`src/design/assert_macros.svh`:
```
// Assertion macros included by rtc_bcd_to_epoch_seconds.sv.
`ifndef ASSERT_MACROS_SVH
`define ASSERT_MACROS_SVH

// Same-cycle implication, checked at every rising clock edge outside reset.
`define ASSERT_IMPL(lbl, clk, rst_n, ante, cons) \
  lbl: assert property (@(posedge clk) disable iff (!(rst_n)) (ante) |-> (cons)) \
    else $error("implication check failed");

// Next-cycle implication, checked at every rising clock edge outside reset.
`define ASSERT_NEXT(lbl, clk, rst_n, ante, cons) \
  lbl: assert property (@(posedge clk) disable iff (!(rst_n)) (ante) |=> (cons)) \
    else $error("next-cycle check failed");

`endif

```
`src/design/rtcep_pkg.sv`:
```
package rtcep_pkg;

  // Field and result widths.
  localparam int unsigned BcdW   = 8;
  localparam int unsigned ValW   = 8;
  localparam int unsigned YearsW = 7;
  localparam int unsigned DaysW  = 17;
  localparam int unsigned TodW   = 20;
  localparam int unsigned SecsW  = 32;
  localparam int unsigned YdayW  = 9;
  localparam int unsigned WdayW  = 7;

  // Calendar constants.
  localparam logic [ValW-1:0]   YearBase    = 8'd70;
  localparam logic [ValW-1:0]   YearWrap    = 8'd30;
  localparam logic [ValW-1:0]   MonthMax    = 8'd12;
  localparam logic [ValW-1:0]   MdayMax     = 8'd31;
  localparam logic [DaysW-1:0]  DaysPerYear = 17'd365;
  localparam logic [TodW-1:0]   SecsHour    = 20'd3600;
  localparam logic [TodW-1:0]   SecsMin     = 20'd60;
  localparam logic [DaysW-1:0]  SecsDay     = 17'd86400;
  localparam logic [YdayW-1:0]  FebEnd      = 9'd2;

  typedef logic [YdayW-1:0] yday_t;

  // Days before the first of each month, February counted as 29 days.
  localparam yday_t DaysBefore [12] = '{
    9'd0, 9'd31, 9'd60, 9'd91, 9'd121, 9'd152,
    9'd182, 9'd213, 9'd244, 9'd274, 9'd305, 9'd335
  };

  // Decode two BCD digits; nibbles above nine keep their binary weight.
  function automatic logic [ValW-1:0] bcd_decode(input logic [BcdW-1:0] v);
    logic [ValW-1:0] hi;
    logic [ValW-1:0] lo;
    hi = {4'd0, v[7:4]};
    lo = {4'd0, v[3:0]};
    return ValW'((hi << 3) + (hi << 1) + lo);
  endfunction

  // True if either digit is not a decimal digit.
  function automatic logic bcd_bad(input logic [BcdW-1:0] v);
    return (v[7:4] > 4'd9) || (v[3:0] > 4'd9);
  endfunction

endpackage

```
`src/design/rtc_bcd_to_epoch_seconds.sv`:
```
// Channel   Handshake                 Payload
// input     start_i, busy_o           second/minute/hour/weekday/day/month/year_bcd_i
// result    result_valid_o (strobe)   epoch_seconds_o, day_of_year_o, weekday_o, fields_bad_o
//
// Three register stages: input register, decode/day-count register, result register.
// An item taken into the input register passes through the decode/day-count register
// to the result register, which drives the result_valid_o strobe.
// No stage ever waits, so one item can be taken every cycle.
// busy_o is always low; results cannot be held off and leave in order.
// rst_ni clears the valid pipeline only; payload registers are not reset.
`include "assert_macros.svh"

module rtc_bcd_to_epoch_seconds (
  input  logic                           clk_i,
  input  logic                           rst_ni,
  input  logic                           start_i,
  output logic                           busy_o,
  input  logic [rtcep_pkg::BcdW-1:0]     second_bcd_i,
  input  logic [rtcep_pkg::BcdW-1:0]     minute_bcd_i,
  input  logic [rtcep_pkg::BcdW-1:0]     hour_bcd_i,
  input  logic [rtcep_pkg::BcdW-1:0]     weekday_bcd_i,
  input  logic [rtcep_pkg::BcdW-1:0]     day_bcd_i,
  input  logic [rtcep_pkg::BcdW-1:0]     month_bcd_i,
  input  logic [rtcep_pkg::BcdW-1:0]     year_bcd_i,
  output logic                           result_valid_o,
  output logic [rtcep_pkg::SecsW-1:0]    epoch_seconds_o,
  output logic [rtcep_pkg::YdayW-1:0]    day_of_year_o,
  output logic [rtcep_pkg::WdayW-1:0]    weekday_o,
  output logic                           fields_bad_o
);
  import rtcep_pkg::*;

  // Stage 1: raw snapshot.
  logic            in_valid_q;
  logic [BcdW-1:0] sec_q, min_q, hour_q, wday_q, mday_q, mon_q, year_q;

  // Stage 2: day count and time of day.
  logic             mid_valid_q;
  logic [DaysW-1:0] days_q, days_d;
  logic [TodW-1:0]  tod_q, tod_d;
  yday_t            yday_q, yday_d;
  logic [WdayW-1:0] wday_mid_q, wday_mid_d;
  logic             bad_q, bad_d;

  // Stage 3: result.
  logic             out_valid_q;
  logic [SecsW-1:0] secs_q, secs_d;
  yday_t            yday_out_q;
  logic [WdayW-1:0] wday_out_q;
  logic             bad_out_q;

  // Decoded fields.
  logic [ValW-1:0]   sec_v, min_v, hour_v, wday_v, mday_v, mon_v, year_v;
  logic [YearsW-1:0] years;
  logic              month_ok;
  logic              not_leap;
  logic [YearsW-1:0] years_p2;
  yday_t             prior_days;

  // The block never stalls its source.
  assign busy_o = 1'b0;

  // Valid pipeline.
  always_ff @(posedge clk_i or negedge rst_ni) begin
    if (!rst_ni) begin
      in_valid_q  <= 1'b0;
      mid_valid_q <= 1'b0;
      out_valid_q <= 1'b0;
    end else begin
      in_valid_q  <= start_i && !busy_o;
      mid_valid_q <= in_valid_q;
      out_valid_q <= mid_valid_q;
    end
  end

  // Input register.
  always_ff @(posedge clk_i) begin
    if (start_i && !busy_o) begin
      sec_q  <= second_bcd_i;
      min_q  <= minute_bcd_i;
      hour_q <= hour_bcd_i;
      wday_q <= weekday_bcd_i;
      mday_q <= day_bcd_i;
      mon_q  <= month_bcd_i;
      year_q <= year_bcd_i;
    end
  end

  // Decode the snapshot and count whole days since the epoch, plus one.
  always_comb begin
    sec_v  = bcd_decode(sec_q);
    min_v  = bcd_decode(min_q);
    hour_v = bcd_decode(hour_q);
    wday_v = bcd_decode(wday_q);
    mday_v = bcd_decode(mday_q);
    mon_v  = bcd_decode(mon_q);
    year_v = bcd_decode(year_q);

    years    = (year_v >= YearBase) ? YearsW'(year_v - YearBase)
                                    : YearsW'(year_v + YearWrap);
    years_p2 = years + 7'd2;
    not_leap = (years_p2[1:0] != 2'd0);
    month_ok = (mon_v >= 8'd1) && (mon_v <= MonthMax);

    prior_days = '0;
    if (month_ok) begin
      prior_days = DaysBefore[4'(mon_v - 8'd1)];
      if ((YdayW'(mon_v) > FebEnd) && not_leap) begin
        prior_days = prior_days - 9'd1;
      end
    end

    bad_d = bcd_bad(sec_q) || bcd_bad(min_q) || bcd_bad(hour_q) || bcd_bad(wday_q)
         || bcd_bad(mday_q) || bcd_bad(mon_q) || bcd_bad(year_q)
         || !month_ok || (mday_v < 8'd1) || (mday_v > MdayMax);

    days_d = DaysW'(DaysPerYear * DaysW'(years))
           + DaysW'((years + 7'd1) >> 2)
           + DaysW'(prior_days)
           + DaysW'(mday_v);
    tod_d  = TodW'(SecsHour * TodW'(hour_v)) + TodW'(SecsMin * TodW'(min_v))
           + TodW'(sec_v);
    yday_d     = prior_days + YdayW'(mday_v);
    wday_mid_d = wday_v[WdayW-1:0];
  end

  always_ff @(posedge clk_i) begin
    days_q     <= days_d;
    tod_q      <= tod_d;
    yday_q     <= yday_d;
    wday_mid_q <= wday_mid_d;
    bad_q      <= bad_d;
  end

  // Scale days to seconds; the extra day counted above is taken off here, modulo 2^32.
  always_comb begin
    secs_d = SecsW'({17'd0, SecsDay} * {17'd0, days_q})
           + SecsW'(tod_q)
           - SecsW'(SecsDay);
  end

  always_ff @(posedge clk_i) begin
    secs_q     <= secs_d;
    yday_out_q <= yday_q;
    wday_out_q <= wday_mid_q;
    bad_out_q  <= bad_q;
  end

  assign result_valid_o  = out_valid_q;
  assign epoch_seconds_o = secs_q;
  assign day_of_year_o   = yday_out_q;
  assign weekday_o       = wday_out_q;
  assign fields_bad_o    = bad_out_q;

  // Every result traces back to an item taken at the input.
  `ASSERT_IMPL(a_result_from_item, clk_i, rst_ni, result_valid_o, $past(start_i && !busy_o, 3))
  // An item held in the input register moves on to the middle stage.
  `ASSERT_NEXT(a_item_to_mid, clk_i, rst_ni, in_valid_q, mid_valid_q)
  // A clean date always lands on a legal day of the year.
  `ASSERT_IMPL(a_yday_range, clk_i, rst_ni, result_valid_o && !fields_bad_o,
               (day_of_year_o >= 9'd1) && (day_of_year_o <= 9'd366))

endmodule
```
`config.mk`:
```
export PLATFORM = sky130hd
export DESIGN_NAME = rtc_bcd_to_epoch_seconds
export DESIGN_NICKNAME = d
export VERILOG_FILES = /design/src/design/rtcep_pkg.sv /design/src/design/rtc_bcd_to_epoch_seconds.sv
export VERILOG_INCLUDE_DIRS = /design/src /design/src/design
export SDC_FILE = /design/constraint.sdc
export NUM_CORES = 1
export LEC_CHECK = 0
export ABC_AREA = 1
export BUFFER_PORTS_ARGS = -buffer_cell sky130_fd_sc_hd__buf_2
export CORE_AREA = 4 4 185 169
export CTS_CLUSTER_DIAMETER = 80
export DETAILED_ROUTE_END_ITERATION = 10
export DIE_AREA = 0 0 189 173
export PLACE_DENSITY_LB_ADDON = 0.12
export SLEW_MARGIN = 20
export SYNTH_ARGS = -nofsm -noshare
export SYNTH_HDL_FRONTEND = slang
export SYNTH_SLANG_ARGS = --single-unit
```
`constraint.sdc`:
```
create_clock -name clk_i -period 7.15 [get_ports clk_i]
set_input_delay 1.43 -clock clk_i [delete_from_list [all_inputs] [get_ports clk_i]]
set_output_delay 1.43 -clock clk_i [all_outputs]
set_load 0.02 [all_outputs]
```
==> metrics.yaml <==
setup_path:
  critPathLaunchType: "register"
  critical_path_depth: 33
  crit_end: "days_q[16]"
  r2r-start: "year_q[3]"
  max_stage_delay_ns: 0.59
  crit_arrival_ns: 7.16
  path_class: "register to register"
  crit_top_cell: "nand2_1"
  slowest_stage: "fa_1"
  r2r_slack_ns: 0.36
  path_buf_inv: 5
  cp-startpoint: "year_q[3]"
  cp_max_fo: 4
  reg2reg_depth: 33
  critical_path.top_delay_family: "adder cells"
  cp-end-kind: "register"
  rr_endpoint: "days_q[16]"
  cp.required_ns: 7.52
timing:
  fmax_ghz: 0.1473
  finalHoldViolCount: 0
  fin_crit_ns: 6.787
  fin_worst_skew_ns: 0.01541
  setup_viol: 0
  max_slew.worst_pin.slew_ns: 0.5808
  tns_ns: 0
  fin_crit_sh: 0.9493
  timing.final.max_slew_violations: 0
  grt_setup_unrepaired: "yes"
  maxSlewHeadroom: 0.6100
clock_tree:
  clock_latency_ns: 0.44
  htreeDepth: 4
  cts_made_buffers: 17
  clockBufferDepth: 2
  numClockSinks: 162
  path_clk_slew_ns: 0.08
  cts_root_buf: "clkbuf_16"
  cts_tree: "yes"
layout:
  seqCellArea_mm2: 0.003819
  area_growth_pct: 11.32
  fillers: 2658
  multi_input_area_mm2: 0.01070
  drive_gt1_frac: 0.1041
  fin_nets: 2444
synth:
  ys_ff_latch: 162
  synthCells: 1831
  synthDistinctLibCells: 51
  seq_area_frac_synth: 0.2394
  syn_nets: 2310
  avgSynthCellArea_um2: 8.713
  syn_area_mm2: 0.01595
  ys_warn_count: 0
global_routing:
  overflow: 0
  track_usage: 0.2107
  met1_usage: 0.2823
  grt_pass1_wl_um: 57210
  met3_usage: 0.04219
  use_met2: 0.3566
  antenna_found_initial: 7
  grt_max_degree: 46
  first_global_vias: 12030
  busiest_layer: "met2"
placed_design:
  detailed_place_hpwl_um: 28310
  port-buffer-count: 108
  gp_congestion: 0.9341
die:
  die_y_um: 173
  core_region_area_mm2: 0.02950
  die-area_mm2: 0.03270
  rows: 60
  start_util: 0.5408
  die_x_um: 189
  io_pins: 110
routing:
  via_count: 11820
  drtIter0Drc: 617
  wirelength_um: 33110
  viasPerCell: 4.960
  drcViolationCount: 0
  dr.pass1.iters: 5
  drtAntennaViolNets: 0
  detail_route.wl_per_cell_um: 13.90
job:
  max-cap-violations: 0
worst_hold_path:
  holdCritPathClass: "register to register"
  hold_path_depth: 0
status:
  outcome: "completed"
cell type report:
cell class / instances / area share
sequential: 162 / 0.2150
timing repair buffer: 117 / 0.03424
antenna: 1 / 0.0001409
multi-input combinational: 1261 / 0.6023
clock inverter: 15 / 0.01014
inverter: 406 / 0.08580
clock buffer: 17 / 0.02395
tap: 403 / 0.02839
worst min-delay path by stage:
| stage | to | start | slack [ns] |
|---|---|---|---|
| floorplan | day_of_year_o[0] | yday_q[0] | 0.31 |
| global placement | weekday_o[0] | wday_mid_q[0] | 0.31 |
| detailed placement | day_of_year_o[1] | yday_q[1] | 0.31 |
| CTS | weekday_o[0] | wday_mid_q[0] | 0.32 |
| global route | weekday_o[5] | wday_mid_q[5] | 0.33 |
| finish | weekday_o[0] | wday_mid_q[0] | 0.32 |
per-stage QoR:
stage	cells	instance area (um^2)	setup WS, ns	utilization	hold slack (ns)
final	2382	17760	0.3627	0.6020	0.3228
after detailed placement	2344	17020	0.2344	0.5768	0.3121
after global routing	2382	17760	-0.09919	0.6020	0.3312
after floorplan	1831	15950	0.6792	-	0.3096
after global placement	2344	17020	0.4007	0.5768	0.3110
after CTS	2376	17620	0.2152	0.5973	0.3230
worst register-to-register path, delay by kind of cell (launching register included):
| kind | cells | cell delay, ns |
|---|---|---|
| compound gates | 3 | 0.36 |
| xor+xnor | 2 | 0.36 |
| fa+ha+maj | 9 | 3.77 |
| buf+inv | 5 | 0.34 |
| flops | 1 | 0.34 |
| simple gates | 14 | 1.58 |
repair_timing:
action,in CTS,in global routing
setup endpoints to repair,0,8
buffers inserted,0,5
hold buffers,0,0
hold endpoints to repair,0,0
gates resized for setup,0,16
flip-flops by register name, summed over array words and instances, names as in the netlist:
name             flops
min_q                8
wday_q               8
in_valid_q           1
tod_q               20
weekday_o            7
day_of_year_o        9
year_q               8
fields_bad_o         1
bad_q                1
epoch_seconds_o     32
result_valid_o       1
mday_q               8
mon_q                8
sec_q                8
mid_valid_q          1
wday_mid_q           7
hour_q               8
days_q              17
yday_q               9
cells by family after synthesis:
group | after synthesis | synth area share
AND/OR/NAND/NOR | 518 | 0.1432
flip-flops | 162 | 0.2394
buffers and inverters | 408 | 0.09631
XOR/XNOR | 116 | 0.06603
adder cells (fa/ha/maj) | 420 | 0.3816
other | 1 | 0.0002351
AO/OA/AOI/OAI | 206 | 0.07325
placed cells by master (no fill, tap or decap), types with 10 or more instances in the layout:
cell type,instances
ha_1,303
o21ai_1,10
inv_1,402
nand2_2,15
o21ai_0,49
nor3_1,11
nand2_1,289
nand3_1,60
xnor2_1,38
clkbuf_16,17
fa_1,110
a21o_1,10
dfxtp_1,103
nand4_1,28
nor2_1,79
buf_2,108
xor2_1,76
a21oi_1,101
edfxtp_1,56
routing by layer:
metal | vias to the layer above | routed length (um)
met5 | - | 62
met4 | 10 | 416
met1 | 5420 | 15700
met2 | 202 | 15490
met3 | 39 | 1448
li1 | 6144 | -
cell usage after synthesis, drive strengths merged:
master,n,share of area
a211oi,3,0.0014
a21boi,2,0.00094
a21o,10,0.0047
a21oi,104,0.033
a221oi,1,0.00055
a31oi,8,0.0031
and2,3,0.0012
and3,1,0.00039
buf,1,0.00047
clkbuf,1,0.00031
clkinv,1,0.00024
conb,1,0.00024
dfrtp,3,0.0047
dfxtp,103,0.13
edfxtp,56,0.11
fa,111,0.14
ha,309,0.24
inv,405,0.095
nand2,306,0.075
nand3,67,0.023
nand3b,5,0.0024
nand4,28,0.011
nor2,85,0.021
nor3,13,0.0048
nor4,6,0.0024
o2111ai,1,0.00055
o211ai,2,0.00094
o21a,2,0.00094
o21ai,62,0.021
o21bai,10,0.0059
o31ai,1,0.00047
or2,4,0.0016
xnor2,38,0.021
xor2,78,0.045
Power is not shown: default switching activity piles up to over one toggle a cycle in this logic, so the estimate is an artifact.
